[config.mk]
export PLATFORM = sky130hd
export DESIGN_NAME = spiral_order_index_top
export DESIGN_NICKNAME = d
export VERILOG_FILES = /design/src/rtl/core/soi_pkg.sv /design/src/rtl/core/spiral_order_index_top.sv
export SDC_FILE = /design/constraint.sdc
export NUM_CORES = 1
export LEC_CHECK = 0
export BUFFER_PORTS_ARGS = -buffer_cell sky130_fd_sc_hd__buf_4
export CORE_MARGIN = 5
export CORE_UTILIZATION = 60
export DETAILED_ROUTE_END_ITERATION = 6
export PLACE_DENSITY = 0.74
export SLEW_MARGIN = 25
export SYNTH_ARGS = -nofsm -noshare
export SYNTH_HDL_FRONTEND = slang
export SYNTH_SLANG_ARGS = --single-unit
[constraint.sdc]
create_clock -name clk_i -period 12.8 [get_ports clk_i]
set_clock_uncertainty 0.1 [all_clocks]
set_input_delay 0 -clock clk_i [delete_from_list [all_inputs] [get_ports clk_i]]
set_output_delay 0 -clock clk_i [all_outputs]
set_load 0.02 [all_outputs]
[src/rtl/core/soi_pkg.sv]
`default_nettype none
// ----------------------------------------------------------------------------
// soi_pkg: shared types and constants for the spiral order index block
// matrix dimension limits, field widths and configuration register codes
// ----------------------------------------------------------------------------
package soi_pkg;

  localparam int unsigned MAX_DIM = 1024;
  localparam int unsigned DIM_W   = 11;
  localparam int unsigned OUT_W   = 21;
  // offset along one ring: up to about 2*(rows+cols)
  localparam int unsigned OFS_W   = DIM_W + 2;
  // rows plus cols, less twice the ring number
  localparam int unsigned SUM_W   = DIM_W + 1;
  // count of cells in the outer rings, 2*k*sum
  localparam int unsigned BEF_W   = DIM_W + SUM_W + 1;

  typedef logic [DIM_W-1:0] dim_t;
  typedef logic [OFS_W-1:0] ofs_t;
  typedef logic [SUM_W-1:0] sum_t;
  typedef logic [BEF_W-1:0] bef_t;
  typedef logic [OUT_W-1:0] idx_t;

  typedef enum logic [0:0] {
    REG_NUM_ROWS = 1'b0,
    REG_NUM_COLS = 1'b1
  } cfg_reg_e;

  localparam dim_t MaxDim = DIM_W'(MAX_DIM);

endpackage
`default_nettype wire

[src/rtl/core/spiral_order_index_top.sv]
`default_nettype none
// ----------------------------------------------------------------------------
// spiral_order_index_top: clockwise spiral position of a matrix cell
// closed-form ring count plus side offset, four register stages
// ----------------------------------------------------------------------------
// result timing: an accepted query passes the stage registers v1_q, v2_q, v3_q and
//   v4_q before the result strobe and the result are presented
// throughput: one query per cycle, busy_o stays low; the receiver cannot stall
// stages: ring select, side offset, ring cell count multiply, final add
// reset: pipeline valid bits clear, num_rows and num_cols return to 1
module spiral_order_index_top (
  input  wire logic              clk_i,
  input  wire logic              rst_ni,
  // query channel
  input  wire logic              start_i,
  output      logic              busy_o,
  input  wire soi_pkg::dim_t     query_row_i,
  input  wire soi_pkg::dim_t     query_col_i,
  // result channel
  output      logic              result_valid_o,
  output      soi_pkg::idx_t     spiral_index_o,
  // configuration write channel
  input  wire logic              cfg_valid_i,
  output      logic              cfg_ready_o,
  input  wire soi_pkg::cfg_reg_e cfg_index_i,
  input  wire soi_pkg::dim_t     cfg_data_i
);
  import soi_pkg::*;

  // configuration registers
  dim_t num_rows_q, num_cols_q;
  dim_t cfg_sat;

  assign cfg_ready_o = 1'b1;
  assign busy_o      = 1'b0;
  assign cfg_sat     = (cfg_data_i > MaxDim) ? MaxDim : cfg_data_i;

  always_ff @(posedge clk_i or negedge rst_ni) begin
    if (!rst_ni) begin
      num_rows_q <= DIM_W'(1);
      num_cols_q <= DIM_W'(1);
    end else if (cfg_valid_i && cfg_ready_o) begin
      case (cfg_index_i)
        REG_NUM_ROWS: num_rows_q <= cfg_sat;
        REG_NUM_COLS: num_cols_q <= cfg_sat;
        default: ;
      endcase
    end
  end

  // stage 1: range check and ring number
  logic acc;
  dim_t dist_top, dist_left, dist_bot, dist_right, min_a, min_b;
  logic inside_d1;
  dim_t ring_d1;

  assign acc = start_i && !busy_o;

  always_comb begin
    dist_top   = query_row_i - DIM_W'(1);
    dist_left  = query_col_i - DIM_W'(1);
    dist_bot   = num_rows_q - query_row_i;
    dist_right = num_cols_q - query_col_i;
    min_a      = (dist_top < dist_left) ? dist_top : dist_left;
    min_b      = (dist_bot < dist_right) ? dist_bot : dist_right;
    ring_d1    = (min_a < min_b) ? min_a : min_b;
    inside_d1  = (query_row_i != '0) && (query_col_i != '0) &&
                 (query_row_i <= num_rows_q) && (query_col_i <= num_cols_q);
  end

  logic v1_q, in1_q;
  dim_t row1_q, col1_q, ring1_q;

  always_ff @(posedge clk_i or negedge rst_ni) begin
    if (!rst_ni) begin
      v1_q <= 1'b0;
    end else begin
      v1_q <= acc;
    end
  end

  always_ff @(posedge clk_i) begin
    in1_q   <= inside_d1;
    row1_q  <= query_row_i;
    col1_q  <= query_col_i;
    ring1_q <= ring_d1;
  end

  // stage 2: ring size and offset along the side holding the cell
  dim_t ring2x, ring_h, ring_w;
  sum_t ring_sum_d2;
  ofs_t ofs_d2;
  ofs_t e_row, e_col, e_k, e_h, e_w, e_nr, e_nc;

  always_comb begin
    ring2x      = {ring1_q[DIM_W-2:0], 1'b0};
    ring_h      = num_rows_q - ring2x;
    ring_w      = num_cols_q - ring2x;
    ring_sum_d2 = SUM_W'(num_rows_q) + SUM_W'(num_cols_q) - SUM_W'(ring2x);
    e_row       = OFS_W'(row1_q);
    e_col       = OFS_W'(col1_q);
    e_k         = OFS_W'(ring1_q);
    e_h         = OFS_W'(ring_h);
    e_w         = OFS_W'(ring_w);
    e_nr        = OFS_W'(num_rows_q);
    e_nc        = OFS_W'(num_cols_q);
    if (row1_q == ring1_q + DIM_W'(1)) begin
      // top side, left to right
      ofs_d2 = e_col - e_k;
    end else if (col1_q == num_cols_q - ring1_q) begin
      // right side, downward
      ofs_d2 = e_w + e_row - e_k - OFS_W'(1);
    end else if (row1_q == num_rows_q - ring1_q) begin
      // bottom side, right to left
      ofs_d2 = e_w + e_h - OFS_W'(1) + e_nc - e_k - e_col;
    end else begin
      // left side, upward
      ofs_d2 = e_w + e_w + e_h - OFS_W'(2) + e_nr - e_k - e_row;
    end
  end

  logic v2_q, in2_q;
  dim_t ring2_q;
  sum_t ring_sum2_q;
  ofs_t ofs2_q;

  always_ff @(posedge clk_i or negedge rst_ni) begin
    if (!rst_ni) begin
      v2_q <= 1'b0;
    end else begin
      v2_q <= v1_q;
    end
  end

  always_ff @(posedge clk_i) begin
    in2_q       <= in1_q;
    ring2_q     <= ring1_q;
    ring_sum2_q <= ring_sum_d2;
    ofs2_q      <= ofs_d2;
  end

  // stage 3: cells in the outer rings, 2*k*(rows+cols-2*k)
  bef_t before_d3;

  assign before_d3 = {(BEF_W-1)'(ring2_q) * (BEF_W-1)'(ring_sum2_q), 1'b0};

  logic v3_q, in3_q;
  bef_t before3_q;
  ofs_t ofs3_q;

  always_ff @(posedge clk_i or negedge rst_ni) begin
    if (!rst_ni) begin
      v3_q <= 1'b0;
    end else begin
      v3_q <= v2_q;
    end
  end

  always_ff @(posedge clk_i) begin
    in3_q     <= in2_q;
    before3_q <= before_d3;
    ofs3_q    <= ofs2_q;
  end

  // stage 4: final add, zero outside the matrix
  bef_t pos_sum;
  idx_t index_d;

  assign pos_sum = before3_q + BEF_W'(ofs3_q);
  assign index_d = in3_q ? pos_sum[OUT_W-1:0] : '0;

  logic v4_q;
  idx_t index4_q;

  always_ff @(posedge clk_i or negedge rst_ni) begin
    if (!rst_ni) begin
      v4_q <= 1'b0;
    end else begin
      v4_q <= v3_q;
    end
  end

  always_ff @(posedge clk_i) begin
    index4_q <= index_d;
  end

  assign result_valid_o = v4_q;
  assign spiral_index_o = index4_q;

  // every accepted query produces exactly one result once it leaves the last stage register
  a_result_follows : assert property (@(posedge clk_i) disable iff (!rst_ni)
    (start_i && !busy_o) |-> ##4 result_valid_o)
    else $error("accepted query lost in pipeline");

  a_no_spurious : assert property (@(posedge clk_i) disable iff (!rst_ni)
    result_valid_o |-> $past(start_i, 4))
    else $error("result strobe without a query");

  a_dim_bound : assert property (@(posedge clk_i) disable iff (!rst_ni)
    (num_rows_q <= MaxDim) && (num_cols_q <= MaxDim))
    else $error("dimension register above limit");

endmodule
`default_nettype wire
==> results.md <==
* Fin. Hold Viols at 0
* RSZ-0062 raised after global routing: false
* Worst slew margin at 0.311
* CTS Root Cell: clkbuf_16
* Worst Setup Start Kind: register
* P&R area growth vs syn at 10.0%
* Cells after Synth at between 2000 and 2500
* DP HPWL at between 30000 and 40000 um
* Post-CTS sizing at 0
* Status: completed
* Final GP Congestion at 0.984
* Ratio of cells with drive above 1 in the final layout at 0.0579
* Die span in x at 182 um
* Drt wl/cell at about 19 um
* First-pass GRT wire length at 75300 um
* Vias at 14203
* CP Capture Type: register
* Top cells by count, synth: inv_1, ha_1, fa_1
* FF+latch count, synth at 152
* DR DRC count at 0
* Hold Path Class: in -> reg
* Largest net degree at the start of global routing at 25
* Max clock buf depth at 2
* Total placed cells including tap cells at between 2000 and 2500
* FP Rows at 63
* Top cell type's share of synthesized area at 0.203
* CP max FO at 11
* Hold Buf Count CTS at 41
* Die area at 33300 sq um
* Final setup fails at 0
* Initial detailed-routing violation count at between 700 and 800
* Total core area at 29500 sq um
* Final setup TNS at 0 ns
* Sequential cell area fraction in the yosys report at 0.178
* GR Util All Layers at 0.285
* Fin crit period at 6.28 ns
* Slew Viols, Final at 0
* EDFF count, synth at 0
* Chip Height at ~180 um
* Most used flip-flop cell after synthesis: dfxtp_1
* Initial antenna violation count at 0
* H-tree level count at 4
* Setup bufs post-CTS at 0
* I/O pin count at between 60 and 70
* First-pass DRT Iterations at 5
* Worst EP required at ~13 ns
* FF-to-FF End: ring1_q[10]
* CTS Sinks at ~150
* Post-route design area at roughly 20000 sq um
* Final Non-Filler Cells at around 2500
* YS warnings at 0
* Overflow after GRT at 0
* Nets@finish at about 2600
* Vias per Instance at between 5 and 6
* Max Fclk at 159 MHz
* Post-route ant nets at 0
* ANT cells at 0
* Vias in the first global route at ~15000
* Actual slew at the worst max-slew pin at roughly 1.0 ns
* WHS Endpoint: v1_q
* Clock transition at path regs at ~0.070 ns
* WS Path Type: reg -> reg
* Worst r2r src: num_cols_q[0]
* Netlist Area Pre-Place at between 15000 and 20000 sq um
* Hold Startpoint: start_i
* R2r setup slk at approximately 6.5 ns
* Skew-Pair Late Insertion Delay at ~0.44 ns
* Port Buffer Count at slightly below 60
* Register-to-Register Path Depth at 26
* Syn nets at ~2500
* CTS Buf Count at 17
* Max Cap Viol at 0
* Count of unique library cells instantiated by Yosys at 87
* Count leader, synth: inv_1
* Final WL at approximately 47000 um
* Starting Density at 0.605
* Ys async rst share at 0.171
* Synth top area cells: fa_1, ha_1, dfxtp_1
* Area after DPL at 18600 sq um
* Min-Delay Path Depth at 2
* Arrival time at the worst endpoint at between 6 and 7 ns
* CTS tree: done
* Final period utilization at 0.491
* Avg Synthesized Cell Area at 8.78 sq um
* Biggest area consumer among synthesized cells: fa_1
worst max-delay path, cell delays in order (launching register included):
cell	delay (ns)
dfstp_2	0.42
inv_1	0.15
ha_1	0.19
inv_1	0.05
fa_1	0.39
a21o_1	0.22
a221oi_2	0.37
xor2_1	0.26
ha_1	0.27
o21ai_0	0.21
nor2_1	0.07
a21oi_1	0.28
nand2b_1	0.11
a31oi_1	0.33
a31o_2	0.36
nor2_1	0.08
a21oi_1	0.18
ha_1	0.27
a21o_1	0.16
a21o_1	0.16
a21o_1	0.16
a21o_1	0.17
a21oi_1	0.15
o21ai_0	0.16
nor3b_1	0.27
a21oi_2	0.25
mux2_4	0.35
layout make-up:
class                   count  area (sq um)
clock buffers              18           429
clock inverters            14           161
fillers                  2415          9860
inverters                 371          1390
multi-input cells        1468         13100
flip-flops and latches    152          3180
well taps                 390           488
repair buffers            101           871
metrics by stage:
stage / setup slack, ns / hold slack [ns] / utilization
5_1_grt: 5.90 / 0.123 / 0.666
6_report: 6.52 / 0.122 / 0.666
3_3_place_gp: 6.71 / -0.151 / 0.631
3_5_place_dp: 6.53 / -0.151 / 0.631
4_1_cts: 6.50 / 0.110 / 0.666
2_1_floorplan: 7.16 / -0.396 / -
metal layers:
layer  vias up  GRT usage  wire [um]
met2       466      0.473      21500
li1       6798          -          -
met5         -          0          0
met1      6833      0.366      19800
met3       106     0.0582       3190
met4         0      0.116       2110
flip-flops by register name, indices dropped and copies added, names as in the netlist:
name	count
ofs2_q	13
v2_q	1
spiral_index_o	21
col1_q	11
v1_q	1
v3_q	1
ofs3_q	13
num_cols_q	11
num_rows_q	11
ring2_q	11
in3_q	1
before3_q	20
in2_q	1
row1_q	11
ring_sum2_q	12
ring1_q	11
in1_q	1
result_valid_o	1
how the worst max path moves through the flow:
stage	from	endpoint	depth (start not counted)
2_1_floorplan	num_cols_q[0]	ring1_q[10]	28
5_1_grt	num_cols_q[0]	ring1_q[10]	26
3_3_place_gp	num_cols_q[0]	ring1_q[10]	26
3_5_place_dp	num_cols_q[0]	ring1_q[10]	26
6_report	num_cols_q[0]	ring1_q[10]	26
4_1_cts	num_cols_q[0]	ring1_q[10]	26
layout by cell type (no fill, tap or decap), types with 17 or more instances in the layout:
| cell | n |
|---|---|
| inv_1 | 370 |
| ha_1 | 223 |
| fa_1 | 181 |
| nand2_1 | 146 |
| dfxtp_1 | 126 |
| xnor2_1 | 111 |
| nor2_1 | 94 |
| a21oi_1 | 90 |
| o21ai_0 | 77 |
| and2_1 | 74 |
| buf_4 | 60 |
| nor3_1 | 42 |
| dlygate4sd3_1 | 40 |
| xor2_1 | 38 |
| a21o_1 | 35 |
| nand2b_1 | 32 |
| mux2i_1 | 29 |
| nor2b_1 | 25 |
| nand3_1 | 25 |
| dfrtp_1 | 24 |
| or3_1 | 21 |
| o21ai_1 | 18 |
| clkbuf_16 | 17 |
logic make-up (layout without fill, tap and decap cells):
| group | after synthesis | count (layout) | synth area share |
|---|---|---|---|
| other | 2 | 2 | 0.000421 |
| multiplexers | 34 | 34 | 0.0196 |
| XOR/XNOR | 150 | 150 | 0.0744 |
| flip-flops | 152 | 152 | 0.178 |
| AND/OR/NAND/NOR | 524 | 524 | 0.149 |
| buffers and inverters | 411 | 504 | 0.0875 |
| adder cells (fa/ha/maj) | 404 | 404 | 0.360 |
| AO/OA/AOI/OAI | 354 | 354 | 0.131 |
Power is not shown: default switching activity piles up to over one toggle a cycle in this logic, so the estimate is an artifact.
